$ cat src/heightmap_slope_stencil_core_macros.svh
// assertion helpers shared by the stencil core files
`ifndef HEIGHTMAP_SLOPE_STENCIL_CORE_MACROS_SVH
`define HEIGHTMAP_SLOPE_STENCIL_CORE_MACROS_SVH

// clocked property, masked while reset is applied
`define HSS_ASSERT(lbl, prop, msg) \
	lbl: assert property (@(posedge clk) disable iff (!arst_n) prop) else $error(msg);

// condition that must never hold
`define HSS_NEVER(lbl, cond, msg) \
	`HSS_ASSERT(lbl, !(cond), msg)

`endif

$ cat src/hss_pkg.sv
`timescale 1ns / 1ps
package hss_pkg;

	localparam int MAX_WIDTH = 1024;
	localparam int ROWS_MAX = 1024;
	localparam int COL_W = $clog2(MAX_WIDTH);
	localparam int ROW_W = $clog2(ROWS_MAX) + 1;
	localparam int CFG_W = 11;
	localparam int CFG_IDX_W = 1;
	localparam int HGT_W = 16;
	localparam int SLOPE_W = 7;
	localparam int QBIT_W = $clog2(SLOPE_W);
	localparam int LANES = 8;
	localparam int LANE_W = $clog2(LANES);
	localparam int JOBQ_DEPTH = 4;
	localparam int JOBQ_AW = $clog2(JOBQ_DEPTH);
	localparam int CORDIC_STEPS = 16;
	localparam int STEP_W = $clog2(CORDIC_STEPS);
	localparam int FRAC = 16;
	localparam int XY_W = 36;
	localparam int Z_W = 25;
	localparam int ANG_W = 23;
	localparam int SUM_W = 26;
	localparam int CNT_W = $clog2(LANES) + 1;

	localparam logic [CFG_IDX_W-1:0] REG_GRID_WIDTH = 1'b0;
	localparam logic [CFG_IDX_W-1:0] REG_GRID_HEIGHT = 1'b1;
	localparam logic [CFG_W-1:0] GRID_WIDTH_RST = 11'd256;
	localparam logic [CFG_W-1:0] GRID_HEIGHT_RST = 11'd256;

	// run = 10 height units = 160 in 1/16 steps
	localparam logic signed [XY_W-1:0] CORDIC_X0 = XY_W'(160 << FRAC);
	localparam logic [ANG_W-1:0] ANG_MAX = ANG_W'(90 << FRAC);
	localparam logic signed [Z_W-1:0] Z_MAX = Z_W'(90 << FRAC);

	typedef struct packed {
		logic opcode;
		logic [HGT_W-1:0] height_sample;
	} in_item_t;

	typedef struct packed {
		logic [SLOPE_W-1:0] slope_degrees;
		logic frame_last;
	} out_item_t;

	typedef struct packed {
		logic [LANES-1:0][HGT_W-1:0] diff;
		logic [LANES-1:0] mask;
		logic last;
	} job_t;

	typedef struct packed {
		logic [JOBQ_AW:0] level;
		logic nonempty;
	} jobq_status_t;

	// atan(2^-i) in degrees, 16 fraction bits
	function automatic logic signed [Z_W-1:0] atan_q16(input logic [STEP_W-1:0] i);
		logic signed [Z_W-1:0] a;
		case (i)
			4'd0: a = Z_W'(2949120);
			4'd1: a = Z_W'(1740967);
			4'd2: a = Z_W'(919879);
			4'd3: a = Z_W'(466945);
			4'd4: a = Z_W'(234379);
			4'd5: a = Z_W'(117304);
			4'd6: a = Z_W'(58666);
			4'd7: a = Z_W'(29335);
			4'd8: a = Z_W'(14668);
			4'd9: a = Z_W'(7334);
			4'd10: a = Z_W'(3667);
			4'd11: a = Z_W'(1833);
			4'd12: a = Z_W'(917);
			4'd13: a = Z_W'(458);
			4'd14: a = Z_W'(229);
			default: a = Z_W'(115);
		endcase
		return a;
	endfunction

	function automatic logic [HGT_W-1:0] abs_diff(input logic [HGT_W-1:0] a,
		input logic [HGT_W-1:0] b);
		return (a > b) ? a - b : b - a;
	endfunction

	// arithmetic shift that truncates toward zero
	function automatic logic signed [XY_W-1:0] shift_tz(input logic signed [XY_W-1:0] v,
		input logic [STEP_W-1:0] s);
		logic signed [XY_W-1:0] m;
		m = -v;
		return v[XY_W-1] ? -(m >>> s) : (v >>> s);
	endfunction

endpackage

$ cat src/hss_job_fifo.sv
`timescale 1ns / 1ps
module hss_job_fifo (
	input logic clk,
	input logic arst_n,
	input logic push,
	input hss_pkg::job_t din,
	input logic pop,
	output hss_pkg::job_t head,
	output hss_pkg::jobq_status_t status
);
	import hss_pkg::*;

	job_t mem_q [JOBQ_DEPTH];
	logic [JOBQ_AW-1:0] wr_q, rd_q;
	logic [JOBQ_AW:0] level_q;

	always_ff @(posedge clk or negedge arst_n) begin
		if (!arst_n) begin
			wr_q <= '0;
			rd_q <= '0;
			level_q <= '0;
		end else begin
			if (push) wr_q <= wr_q + JOBQ_AW'(1);
			if (pop) rd_q <= rd_q + JOBQ_AW'(1);
			level_q <= level_q + (JOBQ_AW+1)'(push) - (JOBQ_AW+1)'(pop);
		end
	end

	always_ff @(posedge clk) begin
		if (push) mem_q[wr_q] <= din;
	end

	assign head = mem_q[rd_q];
	assign status.level = level_q;
	assign status.nonempty = level_q != '0;

endmodule

$ cat config.mk
export PLATFORM = sky130hd
export DESIGN_NAME = hss_job_fifo
export DESIGN_NICKNAME = d
export VERILOG_FILES = /design/src/heightmap_slope_stencil_core_macros.svh /design/src/hss_pkg.sv /design/src/hss_job_fifo.sv
export SDC_FILE = /design/constraint.sdc
export NUM_CORES = 1
export LEC_CHECK = 0
export BUFFER_PORTS_ARGS = -buffer_cell sky130_fd_sc_hd__buf_2
export CORE_MARGIN = 2
export CORE_UTILIZATION = 50
export DETAILED_ROUTE_END_ITERATION = 8
export GPL_TIMING_DRIVEN = 0
export PLACE_DENSITY = 0.81
export SYNTH_ARGS = -nofsm -noshare
export SYNTH_HDL_FRONTEND = slang
export SYNTH_SLANG_ARGS = --single-unit
$ cat constraint.sdc
create_clock -name clk -period 5.1 [get_ports clk]
set_clock_uncertainty 0.1 [all_clocks]
set_input_delay 1.275 -clock clk [delete_from_list [all_inputs] [get_ports clk]]
set_output_delay 1.275 -clock clk [all_outputs]
set_load 0.02 [all_outputs]
==> impl_metrics.toml, run 1 <==
[critical_path]
rr_worst_depth = 4
end_kind = "output pin"
r2r_start = "wr_q[1]$_DFFE_PN0P_"
path_class = "reg -> out"
reg2reg_to = "mem_q[1][76]$_DFFE_PP_"
cp.arrival_ns = 2.66
critPathMaxFanout = 10
crit_path_start_kind = "flop"
required_ns = 3.72
r2r_slack_ns = 2.87

[floorplan]
rows = 73
die_w_microns = 205
die_area_sq_um = 41900
die_h_microns = 205
boundaryPins = 282
core_sq_um = 39700
start_util_pct = 50.7

[route]
viasPerCell = 5.48
dr.pass1.iters = 4
wl_microns = 38700
wire_per_inst_microns = 23.3
vias = 9108
drtAntennaViolNets = 0
drt_iter0_markers = 546
route.detailed.drc = 0

[min_path]
hp-class = "in -> async"

[cts]
cts-buffers-inserted = 54
cts_tree = "done"
cts_sinks = 555
cts_root_buffer = "clkbuf_16"
postCtsHoldBufs = 0
clkTransAtPathRegs_ns = 0.06
clk_latency_ns = 0.58
cts_max_level = 2
cts.repair.resized = 0
post-cts-setup-buffer-count = 0
clockBufferDepth = 3

[sta]
hold_ws_ns = 0.411
tightest_slew_ns = 0.937
rsz0062_at_grt = "no"
fmax_mhz = 248
slew_viol_final = 0
fin_setup_tns_ns = 0
fin_crit_sh_pct = 79.2
hold_viol_final = 0
period_minus_slack_ns = 4.04
setup_viol = 0
max_slew_margin_pct = 37.5

[layout]
syn_to_final_growth_pct = 20.1
fin_nets = 1242
final_layout_size_suffix_gt1_share_pct = 47.3
instances_no_fill = 1662

[placed_design]
place.gp.congestion = 0.710
io_buffers = 281
dp.cells = 1563
post-dp-hpwl_microns = 24200

[synth]
syn_area_sq_um = 20200
syn_avg_cell_area_sq_um = 26.9
yosysSeqAreaShare_pct = 82.5
synth_seq_cells = 555
synthesis.nets = 897
netlist_instances = 749
synth_cell_type_count = 16
yosysWarnings = 0

[global_route]
grt_pass1_vias = 9665
grt_max_degree = 58
grt_usage_pct = 18.8
overflow = 0
grt_pass1_wl_microns = 58100
antenna_found_initial = 9

[power_and_ir_drop]
fin_total_pwr_w = 0.0148
powerDensity_nw_per_um2 = 613
p_leak_nw = 8.30
ir_drop_mv = 0.585

[status]
status = "complete, no violations"

[run]
cap_viol_max_count = 0
-- layout make-up --
cell class                 count  area (sq um)
antenna                        5          12.5
buffer                        31           234
clock buffer                  66          1460
clock inverter                28           309
fill                        2689         15500
inverter                       6          22.5
multi-input combinational    157          3280
sequential                   555         16600
tap                          525           657
timing repair buffer         289          1610
-- cell usage after synthesis --
library cell	n	area, sq um
xor2_1	2	17.5
dfrtp_1	7	175
fa_1	1	20.0
and2_1	4	25.0
or3_1	1	6.26
xnor2_1	3	26.3
o21ai_0	1	5.00
buf_2	15	75.1
buf_6	13	146
ha_1	6	75.1
clkbuf_1	2	7.51
inv_1	6	22.5
clkbuf_2	1	5.00
edfxtp_1	548	16500
nand2_1	2	7.51
mux4_2	137	3090
-- flip-flops by register name, indices dropped and copies added (netlist names) --
name     count
mem_q      548
level_q      3
wr_q         2
rd_q         2
-- worst max-delay path, stage by stage (launching register included) --
cell and delay (ns):
dfrtp_1 0.35, clkbuf_1 0.71, buf_2 0.46, mux4_2 0.36
buf_2 0.19
-- worst max path at each step --
stage                        endpoint                start  slack [ns]  cells past startpoint
4_1_cts                      head[72]  rd_q[1]$_DFFE_PN0P_        0.90                      4
5_1_grt                      head[72]  rd_q[1]$_DFFE_PN0P_        0.87                      4
2_1_floorplan   mem_q[0][0]$_DFFE_PP_                 push        0.08                      1
3_3_place_gp   mem_q[2][53]$_DFFE_PP_                 push       -2.67                      2
3_5_place_dp                 head[72]  rd_q[1]$_DFFE_PN0P_        1.54                      4
6_report                     head[72]  rd_q[1]$_DFFE_PN0P_        1.06                      4
-- power breakdown --
| group | internal [W] | switching, W |
|---|---|---|
| registers | 0.00596 | 0.000181 |
| logic | 0.00191 | 0.00285 |
| clock network | 0.00233 | 0.00160 |
| total | 0.0102 | 0.00463 |
-- through the flow --
| stage | cell area (sq um) | worst slack [ns] | util (%) |
|---|---|---|---|
| 3_3_place_gp | 22200 | -2.67 | 55.9 |
| 4_1_cts | 24200 | 0.895 | 60.9 |
| 2_1_floorplan | 20200 | 0.0794 | - |
| 5_1_grt | 24200 | 0.868 | 60.9 |
| 3_5_place_dp | 22400 | 1.54 | 56.5 |
| 6_report | 24200 | 1.06 | 60.9 |
-- kinds of logic after synthesis --
kind of cell,share of synthesized area [%]
DFF,82.5
adders and majority gates,0.472
muxes,15.3
buffers and inverters,1.27
xor gates and xnor gates,0.217
and+or+nand+nor,0.192
AOI/OAI and AO/OA,0.0248
-- layer usage --
layer | vias up | part of all wire, % | GRT usage, %
li1 | 3935 | - | -
met2 | 354 | 50 | 30.2
met1 | 4732 | 39 | 24.5
met5 | - | 0.18 | 0
met4 | 10 | 2.9 | 7.19
met3 | 77 | 8.3 | 5.60
-- cells in the final DEF, fill, tap and decap left out, drive strengths merged --
master    count
diode         5
xor2          2
clkinv       15
or3           1
mux4        137
nand2         2
clkbuf       69
fa            1
inv           9
bufinv        6
clkinvlp      4
buf         317
ha            6
xnor2         3
o21ai         1
dfrtp         7
and2          4
edfxtp      548
Power figures use the tool's default switching activity.
==> run 2, diff against run 1 <==
--- a/config.mk
+++ b/config.mk
@@ -10,7 +10,7 @@
 export CORE_UTILIZATION = 50
 export DETAILED_ROUTE_END_ITERATION = 8
 export GPL_TIMING_DRIVEN = 0
-export PLACE_DENSITY = 0.81
+export PLACE_DENSITY = 0.84
 export SYNTH_ARGS = -nofsm -noshare
 export SYNTH_HDL_FRONTEND = slang
 export SYNTH_SLANG_ARGS = --single-unit
==> constraint.sdc (replaced) <==
create_clock -name clk -period 3.4 [get_ports clk]
set_clock_uncertainty 0.1 [all_clocks]
set_input_delay 0.85 -clock clk [delete_from_list [all_inputs] [get_ports clk]]
set_output_delay 0.85 -clock clk [all_outputs]
set_load 0.02 [all_outputs]
==> impl_metrics.toml, run 2 (synthesized netlist as in run 1, its figures left out) <==
[floorplan]
boundaryPins = 282
core_sq_um = 39700
die_area_sq_um = 41900
die_w_microns = 205
rows = 73
start_util_pct = 50.7
die_h_microns = 205

[layout]
fin_nets = 1242
final_cell_mix = "edfxtp_1 (548), buf_2 (296), mux4_2 (137)"
largest_reg_flops = 548
nFillCells = 2717
syn_to_final_growth_pct = 19.3
regMostFlops = "mem_q"
instances_no_fill = 1657
stdcell_area_sq_um = 24100
final_common_cell = "edfxtp_1"
reg_top3 = "mem_q x548, level_q x3"
final_layout_size_suffix_gt1_share_pct = 46.9

[sta]
tightest_slew_ns = 0.909
fin_crit_sh_pct = 95.6
slew_viol_final = 0
hold_viol_final = 0
rsz0062_at_grt = "no"
period_minus_slack_ns = 3.25
fin_setup_tns_ns = 0
setup_viol = 0
max_slew_margin_pct = 39.4
fmax_mhz = 308
hold_ws_ns = 0.387
finalWorstSetupSlack_ns = 0.148

[route]
wl_microns = 38300
viasPerCell = 5.48
vias = 9079
dr.pass1.iters = 7
route.detailed.drc = 0
drt_iter0_markers = 614
drtAntennaViolNets = 0
wire_per_inst_microns = 23.1

[critical_path]
crit_top_cell = "buf_6"
cp.arrival_ns = 2.30
crit_path_start_kind = "flop"
end_kind = "output pin"
path_cells = "clkbuf_2 > buf_6 > buf_6 > mux4_2 > buf_2"
critPathTopFamily = "buffers and inverters"
critPathMaxFanout = 10
path_class = "reg -> out"
critPathMaxStageDelay_ns = 0.52
required_ns = 2.45
cp_num_buf_inv = 4
worst_path_max_delay_cell = "mux4_2"

[cts]
cts-buffers-inserted = 53
cts_root_buffer = "clkbuf_16"
post-cts-setup-buffer-count = 0
clkTransAtPathRegs_ns = 0.06
cts_sinks = 555
clk_latency_ns = 0.57
clockBufferDepth = 3
cts_max_level = 2
cts_tree = "done"

[global_route]
grt_pass1_wl_microns = 57000
grt_usage_pct = 18.4
overflow = 0
antenna_found_initial = 7
grt_pass1_vias = 9624
grt_max_degree = 57

[placed_design]
dp.cells = 1563
post-dp-hpwl_microns = 24000
place.gp.congestion = 0.706
io_buffers = 281
place_ws_ns = 0.374
placed_cell_area_sq_um = 22400

[min_path]
hp-class = "in -> reg"

[power_and_ir_drop]
ir_drop_mv = 0.624
powerDensity_nw_per_um2 = 905
p_leak_nw = 8.24

[status]
status = "complete, no violations"

[run]
cap_viol_max_count = 0
-- run 2: cell types whose count changed in the layout (fill, tap and decap cells not counted), moves of 2 or more --
cell | previous run | this run
inv_6 | 3 | 1
clkbuf_8 | 0 | 3
clkinv_4 | 2 | 0
clkinv_2 | 5 | 10
clkinv_1 | 8 | 5
clkbuf_1 | 11 | 16
bufinv_16 | 6 | 3
clkbuf_16 | 57 | 53
diode_2 | 5 | 3
clkinvlp_4 | 4 | 0
-- run 2: power breakdown --
group	internal [W]	total, W	switching (W)
Clock	0.00314	0.00542	0.00228
Sequential	0.00894	0.00922	0.000279
Combinational	0.00287	0.00713	0.00425
Total	0.0150	0.0218	0.00681
-- run 2: layout make-up --
class | count | area, sq um | area share [%]
Antenna cell | 3 | 7.51 | 0.0312
Buffer | 31 | 235 | 0.978
Clock buffer | 71 | 1420 | 5.92
Clock inverter | 19 | 168 | 0.697
Inverter | 6 | 22.5 | 0.0936
Multi-Input combinational cell | 157 | 3280 | 13.6
Sequential cell | 555 | 16600 | 69.1
Tap cell | 525 | 657 | 2.73
Timing Repair Buffer | 290 | 1630 | 6.77
-- run 2: worst paths after layout --
check                                     from                     end  slack [ns]  cells past startpoint
setup / recovery           rd_q[0]$_DFFE_PN0P_                head[71]        0.15                      5
hold / removal                         din[10]  mem_q[3][10]$_DFFE_PP_        0.39                      1
setup reg to reg           wr_q[0]$_DFFE_PN0P_  mem_q[3][64]$_DFFE_PP_        1.20                      3
hold reg to reg            wr_q[0]$_DFFE_PN0P_     wr_q[0]$_DFFE_PN0P_        0.43                      1
max in group asynchronous               arst_n     wr_q[1]$_DFFE_PN0P_        2.45                      2
min in group asynchronous               arst_n    level_q[0]$_DFF_PN0_        0.56                      2
-- run 2: per-layer routing --
| metal | part of all wire [%] | global-route usage [%] |
|---|---|---|
| met4 | 2.1 | 5.62 |
| met1 | 39 | 23.7 |
| met3 | 7.9 | 5.60 |
| met2 | 51 | 30.2 |
| met5 | 0.15 | 0 |
-- run 2: stage by stage --
stage	util [%]	total power [W]
2_1_floorplan	-	0.0142
3_3_place_gp	55.9	0.0164
3_5_place_dp	56.5	0.0166
4_1_cts	60.5	0.0221
5_1_grt	60.5	0.0227
6_report	60.5	0.0218
-- run 2: what timing repair did --
action,4_1_cts,5_1_grt
resized for setup,1,0
endpoints found under the setup margin,100,0
hold endpoints to repair,7,0
hold buffers,1,0
